File: src/design/wss_pkg.sv
// ----------------------------------------------------------------------------
// wss_pkg: shared types and constants for the string stencil block
// Grid size, value format, request/response payloads, command and mode codes,
// and the saturation helpers used by the sequencer and the stencil unit.
// ----------------------------------------------------------------------------
package wss_pkg;

  // Grid geometry and value format (signed Q2.22 by default)
  localparam int POINTS     = 256;
  localparam int VALUE_BITS = 24;
  localparam int IDX_W      = $clog2(POINTS);
  localparam int CNT_W      = $clog2(POINTS + 1);

  // Port field widths
  localparam int CMD_W      = 2;
  localparam int IN_IDX_W   = 8;
  localparam int IO_W       = 24;
  localparam int GAIN_W     = 17;
  localparam int MODE_W     = 2;
  localparam int CFG_IDX_W  = 1;

  // Arithmetic widths: laplacian, gain product, and a roomy sum
  localparam int FRAC_W     = 16;
  localparam int DIFF_W     = VALUE_BITS + 2;
  localparam int PROD_W     = GAIN_W + 1 + DIFF_W;
  localparam int WIDE_W     = PROD_W + 1;

  localparam logic [GAIN_W-1:0] GAIN_RESET = GAIN_W'(16384);

  localparam logic signed [WIDE_W-1:0] ROUND_W   = WIDE_W'(64'sd1 <<< (FRAC_W - 1));
  localparam logic signed [WIDE_W-1:0] VAL_MAX_W =
    WIDE_W'((64'sd1 <<< (VALUE_BITS - 1)) - 64'sd1);
  localparam logic signed [WIDE_W-1:0] VAL_MIN_W = ~VAL_MAX_W;
  localparam logic signed [WIDE_W-1:0] OUT_MAX_W =
    WIDE_W'((64'sd1 <<< (IO_W - 1)) - 64'sd1);
  localparam logic signed [WIDE_W-1:0] OUT_MIN_W = ~OUT_MAX_W;

  // Command codes
  typedef enum logic [CMD_W-1:0] {
    CMD_LOAD = 2'd0,
    CMD_STEP = 2'd1,
    CMD_READ = 2'd2
  } cmd_e;

  // Right end behavior
  typedef enum logic [MODE_W-1:0] {
    MODE_FIXED  = 2'd0,
    MODE_FREE   = 2'd1,
    MODE_DRIVEN = 2'd2
  } mode_e;

  // Register indexes
  typedef enum logic [CFG_IDX_W-1:0] {
    CFG_GAIN = 1'b0,
    CFG_MODE = 1'b1
  } cfg_reg_e;

  // How the stencil unit forms a point's new value
  typedef enum logic [1:0] {
    SEL_ZERO  = 2'd0,
    SEL_INNER = 2'd1,
    SEL_FREE  = 2'd2,
    SEL_DRIVE = 2'd3
  } pt_sel_e;

  // Sequencer states
  typedef enum logic [1:0] {
    ST_IDLE   = 2'd0,
    ST_RDWAIT = 2'd1,
    ST_SWEEP  = 2'd2,
    ST_DRAIN  = 2'd3
  } state_e;

  // Request and response payloads
  typedef struct packed {
    logic [CMD_W-1:0]       cmd;
    logic [IN_IDX_W-1:0]    point_index;
    logic signed [IO_W-1:0] load_value;
    logic signed [IO_W-1:0] drive_value;
  } wss_in_t;

  typedef struct packed {
    logic signed [IO_W-1:0] read_value;
    logic                   read_valid;
  } wss_out_t;

  // Point issued to the stencil unit
  typedef struct packed {
    logic             vld;
    logic [IDX_W-1:0] idx;
    pt_sel_e          sel;
  } wss_pt_ctl_t;

  // Grid write-back from the stencil unit
  typedef struct packed {
    logic             vld;
    logic [IDX_W-1:0] idx;
  } wss_wr_t;

  // Clamp to the grid value range
  function automatic logic signed [VALUE_BITS-1:0] sat_val(input logic signed [WIDE_W-1:0] v);
    logic signed [WIDE_W-1:0] c;
    c = v;
    if (v > VAL_MAX_W) c = VAL_MAX_W;
    if (v < VAL_MIN_W) c = VAL_MIN_W;
    return VALUE_BITS'(c);
  endfunction

  // Clamp to the 24-bit port range
  function automatic logic signed [IO_W-1:0] sat_out(input logic signed [WIDE_W-1:0] v);
    logic signed [WIDE_W-1:0] c;
    c = v;
    if (v > OUT_MAX_W) c = OUT_MAX_W;
    if (v < OUT_MIN_W) c = OUT_MIN_W;
    return IO_W'(c);
  endfunction

endpackage

File: src/design/wss_stencil_unit.sv
// ----------------------------------------------------------------------------
// wss_stencil_unit: shared leapfrog update unit
// Three-stage pipeline reused for every grid point of a sweep: laplacian,
// gain multiply, then rounding, leapfrog sum and saturation.
// ----------------------------------------------------------------------------
module wss_stencil_unit (
  input  logic                                  clk_i,
  input  logic                                  rst_ni,
  input  wss_pkg::wss_pt_ctl_t                  issue_i,
  input  logic signed [wss_pkg::VALUE_BITS-1:0] left_i,
  input  logic signed [wss_pkg::VALUE_BITS-1:0] old_i,
  input  logic signed [wss_pkg::VALUE_BITS-1:0] right_i,
  input  logic signed [wss_pkg::VALUE_BITS-1:0] prev_i,
  input  logic signed [wss_pkg::VALUE_BITS-1:0] drive_i,
  input  logic [wss_pkg::GAIN_W-1:0]            gain_i,
  output wss_pkg::wss_wr_t                      wr_o,
  output logic signed [wss_pkg::VALUE_BITS-1:0] new_val_o,
  output logic signed [wss_pkg::VALUE_BITS-1:0] old_val_o
);
  import wss_pkg::*;

  wss_pt_ctl_t              ctl1_q, ctl2_q;
  logic signed [DIFF_W-1:0] diff_d, diff_q;
  logic signed [DIFF_W-1:0] base_d, base1_q, base2_q;
  logic signed [VALUE_BITS-1:0] old1_q, old2_q;
  logic signed [PROD_W-1:0] prod_d, prod_q;
  logic signed [GAIN_W:0]   gain_s;
  logic signed [DIFF_W-1:0] left_x, old_x, right_x, prev_x;
  logic signed [WIDE_W-1:0] term_w, sum_w;

  // Stage 1: laplacian (one-sided at a free end) and 2*cur - prev
  always_comb begin
    left_x  = DIFF_W'(left_i);
    old_x   = DIFF_W'(old_i);
    right_x = DIFF_W'(right_i);
    prev_x  = DIFF_W'(prev_i);
    if (issue_i.sel == SEL_FREE) begin
      diff_d = left_x - old_x;
    end else begin
      diff_d = right_x + left_x - (old_x <<< 1);
    end
    base_d = (old_x <<< 1) - prev_x;
  end

  // Stage 2: gain times laplacian, exact
  always_comb begin
    gain_s = {1'b0, gain_i};
    prod_d = gain_s * diff_q;
  end

  // Stage 3: round to nearest (ties up), add, saturate; zero and drive points take zero or the drive value
  always_comb begin
    term_w = (WIDE_W'(prod_q) + ROUND_W) >>> FRAC_W;
    sum_w  = term_w + WIDE_W'(base2_q);
    case (ctl2_q.sel)
      SEL_ZERO:  new_val_o = '0;
      SEL_DRIVE: new_val_o = drive_i;
      default:   new_val_o = sat_val(sum_w);
    endcase
    old_val_o = old2_q;
    wr_o.vld  = ctl2_q.vld;
    wr_o.idx  = ctl2_q.idx;
  end

  // Pipeline control
  always_ff @(posedge clk_i or negedge rst_ni) begin
    if (!rst_ni) begin
      ctl1_q <= '0;
      ctl2_q <= '0;
    end else begin
      ctl1_q <= issue_i;
      ctl2_q <= ctl1_q;
    end
  end

  // Pipeline data
  always_ff @(posedge clk_i) begin
    diff_q  <= diff_d;
    base1_q <= base_d;
    old1_q  <= old_i;
    prod_q  <= prod_d;
    base2_q <= base1_q;
    old2_q  <= old1_q;
  end

endmodule

File: config.mk
export PLATFORM = sky130hd
export DESIGN_NAME = wss_stencil_unit
export DESIGN_NICKNAME = d
export VERILOG_FILES = /design/src/design/wss_pkg.sv /design/src/design/wss_stencil_unit.sv
export SDC_FILE = /design/constraint.sdc
export NUM_CORES = 2
export LEC_CHECK = 0
export BUFFER_PORTS_ARGS = -buffer_cell sky130_fd_sc_hd__buf_2
export CAP_MARGIN = 20
export CORE_AREA = 2 2 207 290
export CTS_BUF_LIST = sky130_fd_sc_hd__clkbuf_2 sky130_fd_sc_hd__clkbuf_4 sky130_fd_sc_hd__clkbuf_8
export DETAILED_ROUTE_END_ITERATION = 12
export DIE_AREA = 0 0 209 292
export PLACE_DENSITY = 0.67
export RECOVER_POWER = 50
export SYNTH_ARGS = -nofsm -noshare
export SYNTH_HDL_FRONTEND = slang
export SYNTH_SLANG_ARGS = --single-unit
export TNS_END_PERCENT = 100
File: constraint.sdc
create_clock -name clk_i -period 16.5 [get_ports clk_i]
set_input_delay 3.3 -clock clk_i [delete_from_list [all_inputs] [get_ports clk_i]]
set_output_delay 3.3 -clock clk_i [all_outputs]
set_load 0.005 [all_outputs]
# [Word-level counts from Yosys, hierarchy flattened]
# Index checks and enable logic that the tools add are counted.
[classes] n_addsub=6 n_mul=1 n_div=0 n_lt_le_gt_ge=2 eq_ne=2 shifts=0 mux=4 bitwise=0 reduce_logical=1
[ops] op="$mux W24" n=2
[ops] op="$pmux W24 S2" n=1
[ops] op="$add A44 B17 Y45 const B" n=1
[ops] op="$mul A18 B26 Y44" n=1
[ops] op="$add A29 B26 Y30" n=1
[ops] op="$gt A30 B24 Y1 const B" n=1
[ops] op="$lt A30 B24 Y1 const B" n=1
[ops] op="$mux W26" n=1
[ops] op="$sub A25 B24 Y26" n=1
[ops] op="$sub A25 B25 Y26" n=1
[ops] op="$add A24 B24 Y25" n=1
[ops] op="$sub A24 B24 Y25" n=1
[ops] op="$eq A2 B2 Y1 const B" n=2
[ops] op="$logic_not A2 Y1" n=1
[totals] regBits=192 latch_bits=0 ram_bits=0 romBits=0 input_bits=150 out_inout_bits=57 wordCells=28 n_memories=0

# [Depth between registers and ports, before layout]
[logic_depth] word_depth=6 depth_mapped=26 depth_no_buf=23

# [Worst setup path after synthesis]
# Ideal clock, no wire load.
[synth_timing] path_type="input -> register" start="in gain_i[9] (netlist name)" end="reg prod_q[37]" setup_ps=72 arrival_time_ps=9169 path_slack_ps=7259 cell_stages=23 cell_sequence="clkbuf_1 -> clkbuf_1 -> nand2_1 -> fa_1 -> inv_1 -> fa_1 -> fa_1 -> fa_1 -> fa_1 -> inv_1 -> fa_1 -> inv_1 -> ha_1 -> a21o_1 -> a21o_1 -> a21o_1 -> a21o_1 -> a21oi_1 -> o221ai_1 -> o41ai_1 -> o21ai_0 -> a21oi_1 -> xnor2_1"
[synth_via] elab_chain_len=1
[synth_rtl] element="from (decl)" line="wss_stencil_unit.sv:15" text="input logic [wss_pkg::GAIN_W-1:0] gain_i,"
[synth_rtl] element="$mul A18 B26 Y44" line="wss_stencil_unit.sv:48" text="prod_d = gain_s * diff_q;"
[synth_rtl] element="named net prod_d[37]" line="wss_stencil_unit.sv:26" text="logic signed [PROD_W-1:0] prod_d, prod_q;"
[synth_rtl] element="to (signal assigned)" line="wss_stencil_unit.sv:81" text="prod_q <= prod_d;"
[synth_rtl] element="to (decl)" line="wss_stencil_unit.sv:26"
# The timed path passes the listed nets, and every way through them passes these cells.

# [Worst setup path after layout]
[layout_timing] start="reg prod_q[18]" end="out new_val_o[11] (netlist name)"
[layout_via] elab_chain_len=6 word_cells_on_any_way=7 classes_between="add/sub: 2; order compare: 2; mux: 3"
[layout_rtl] element="$add A44 B17 Y45 *" line="wss_stencil_unit.sv:53" text="term_w = (WIDE_W'(prod_q) + ROUND_W) >>> FRAC_W;"
[layout_rtl] element="$add A29 B26 Y30 *" line="wss_stencil_unit.sv:54" text="sum_w = term_w + WIDE_W'(base2_q);"
[layout_rtl] element="$gt A30 B24 Y1" line="wss_pkg.sv:104" text="if (v > VAL_MAX_W) c = VAL_MAX_W;"
[layout_rtl] element="$mux W24" line="wss_pkg.sv:104"
[layout_rtl] element="$mux W24 *" line="wss_pkg.sv:105" text="if (v < VAL_MIN_W) c = VAL_MIN_W;"
[layout_rtl] element="$pmux W24 S2 *" line="wss_stencil_unit.sv:55" text="case (ctl2_q.sel)"
[layout_rtl] element="to (decl)" line="wss_stencil_unit.sv:17" text="output logic signed [wss_pkg::VALUE_BITS-1:0] new_val_o,"
# Every way passes the cells marked *; elsewhere a longest branch is shown, timed or not.

==> metrics.md <==
| Metric | Value |
|---|---|
| Pre-antenna DRT Iters | `5` |
| Reg-to-Reg End | `prod_q[33]$_DFF_P_` |
| CTS max path bufs | `2` |
| Reg2reg setup slack | `9.67 ns` |
| H-tree depth | `4` |
| # clock sinks | `177` |
| Layout cells sized above 1 | `0.0740` |
| Starting DRT DRC Count | `914` |
| Max-cap violations | `0` |
| Count of inserted antenna diode cells | `0` |
| Critical path launch point type | `flop` |
| Slew headroom | `0.176` |
| Fmax | `0.106 GHz` |
| Vias | `19635` |
| Met2 Wirelength | `36.4 mm` |
| Total grt overflow | `0` |
| Worst reg2reg startpoint | `diff_q[6]$_DFF_P_` |
| # hold bufs at CTS | `0` |
| Worst min path class | `reg -> reg` |
| Met3 wire length | `1.99 mm` |
| Worst clock skew | `0.0184 ns` |
| Most frequent cells in the layout | `inv_1, fa_1, nand2_1, and2_1, ha_1` |
| Post-CTS Setup Bufs | `0` |
| RSZ-0062 raised after global routing | `no` |
| Setup TNS | `0 ns` |
| Global-route wire length before repair | `108 mm` |
| Register area share after synthesis | `0.140` |
| Die ar. | `61000 um^2` |
| Async SR Flop Fraction | `0.124` |
| Gpl congestion | `0.902` |
| WS Path Type | `reg -> out` |
| Crit share post-route | `0.571` |
| Crit path required time | `13.20 ns` |
| Worst Tran Pin Value | `1.24 ns` |
| Initial core utilization | `0.445` |
| Number of cell rows | `105` |
| CTS root buf | `clkbuf_8` |
| Detailed Place HPWL | `55.0 mm` |
| Routed wire per std cell | `17.1 um` |
| Largest net degree at the start of global routing | `34` |
| CTS tree | `built` |
| Critical path endpoint category | `output pin` |
| Vias/cell | `5.09` |
| Final WL | `66.2 mm` |
| Commonest non-fill, non-tap cell in the layout | `inv_1` |
| Seq cells post-synth | `177` |
| Status | `finished clean` |
| Worst Hold Launch | `base1_q[2]$_DFF_P_` |
| Area growth syn-to-layout | `7.83%` |
| Core Area | `58500 um^2` |
| Syn avg cell area | `8.81 um^2` |
| Setup-failing EPs final | `0` |
| IO Count | `207` |
| Synthesized cell area | `26000 um^2` |
| DRC viols | `0` |
| Worst Hold Path EP | `base2_q[2]$_DFF_P_` |
| Synth warnings | `0` |
| Distinct cells, synth | `68` |
| DRT met1 WL | `24.2 mm` |
| Worst Path Max Fanout | `23` |
| Uppermost layer routed | `met5` |
| Minimum clock period | `9.42 ns` |
| Worst-Skew Late Latency | `0.50 ns` |
| Number of global-route vias before repair | `21188` |
| Hold depth | `0` |
| Final hold vios | `0` |
| TritonCTS Buffers | `17` |
| Worst EP arrival | `6.12 ns` |
| Top FF cell, synth | `dfxtp_1` |
| Initial antenna violation count | `1` |
| Mapped Cells | `2951` |
| Port buffer count | `206` |
| Synthesized Nets | `3764` |
| Resize count post-CTS | `0` |
| Nets | `3909` |
| Post-synth EDFFs | `0` |
| Final Slew Violations | `0` |
| Die Height | `292 um` |
| ANT nets after route | `0` |
| Die X | `209 um` |
| GRT Total Usage | `0.226` |
| R2R depth | `23` |
| Clock-pin slew on the worst setup and hold paths | `0.10 ns` |
-- cell families after synthesis --
kind of cell,count (synthesis),synth area share
adder cells (fa/ha/maj),663,0.451
AND/OR/NAND/NOR,810,0.154
multiplexers,4,0.00159
flip-flops,177,0.140
AO/OA/AOI/OAI,365,0.0891
buffers and inverters,786,0.115
XOR/XNOR,146,0.0492
-- cell type report --
| cell class | count | area, um^2 |
|---|---|---|
| clock buffer | 17 | 234 |
| sequential | 177 | 3650 |
| timing repair buffer | 216 | 1060 |
| clock inverter | 15 | 186 |
| multi-input combinational | 1988 | 19400 |
| tap | 749 | 937 |
| inverter | 696 | 2610 |
| fill | 5662 | 30400 |
-- worst max-delay path by stage --
stage	to	start	cells past startpoint
after global routing	new_val_o[11]	prod_q[18]$_DFF_P_	18
after CTS	new_val_o[11]	prod_q[18]$_DFF_P_	18
after floorplan	prod_q[37]$_DFF_P_	gain_i[9]	23
final	new_val_o[11]	prod_q[18]$_DFF_P_	18
after global placement	prod_q[33]$_DFF_P_	gain_i[9]	24
after detailed placement	prod_q[33]$_DFF_P_	gain_i[9]	24
-- flip-flops by register name, summed over array words and instances (netlist names) --
name	count
prod_q	29
ctl1_q	11
base2_q	26
old_val_o	24
ctl2_q	2
old1_q	24
base1_q	26
wr_o	9
diff_q	26
-- metrics by stage --
| stage | hold WS (ns) | instances | setup WS (ns) | util | area, um^2 |
|---|---|---|---|---|---|
| 2_1_floorplan | 0.310 | 2951 | 7.26 | - | 26000 |
| 3_3_place_gp | 0.310 | 3826 | 6.71 | 0.473 | 27700 |
| 3_5_place_dp | 0.312 | 3826 | 6.65 | 0.473 | 27700 |
| 4_1_cts | 0.322 | 3858 | 7.12 | 0.480 | 28100 |
| 5_1_grt | 0.336 | 3858 | 6.65 | 0.480 | 28000 |
| 6_report | 0.325 | 3858 | 7.08 | 0.480 | 28000 |
-- layer usage --
layer | up-vias | global-route usage
li1 | 9270 | -
met1 | 9719 | 0.243
met2 | 451 | 0.439
met3 | 193 | 0.0231
met4 | 2 | 0.109
met5 | - | 0
-- critical path, stage by stage (launching register included) --
cell	delay, ns
dfxtp_1	0.41
and3_1	0.23
nand3_1	0.10
nor2_1	0.28
and3_1	0.26
nand4_1	0.27
xnor2_1	0.26
ha_1	0.40
nand3_1	0.18
a41oi_1	0.40
o31ai_1	0.19
o311a_1	0.19
o41a_1	0.51
or2_0	0.25
a31oi_1	0.32
o41a_1	0.81
nor2_1	0.17
o21ai_1	0.24
buf_2	0.16
-- synth_stat cells, drive strengths merged (52+ instances only) --
library cell / count / area share
and2: 238 / 0.057
fa: 456 / 0.35
dfxtp: 155 / 0.12
a21o: 55 / 0.016
o21ai: 76 / 0.015
ha: 207 / 0.10
a21oi: 112 / 0.022
inv: 695 / 0.10
xnor2: 94 / 0.032
nor2: 100 / 0.014
nand2: 314 / 0.045
clkbuf: 79 / 0.011
xor2: 52 / 0.018
Power is left out: the tool's default activity adds up to more than one toggle a clock period on the data nets, which glitch-free logic cannot reach.
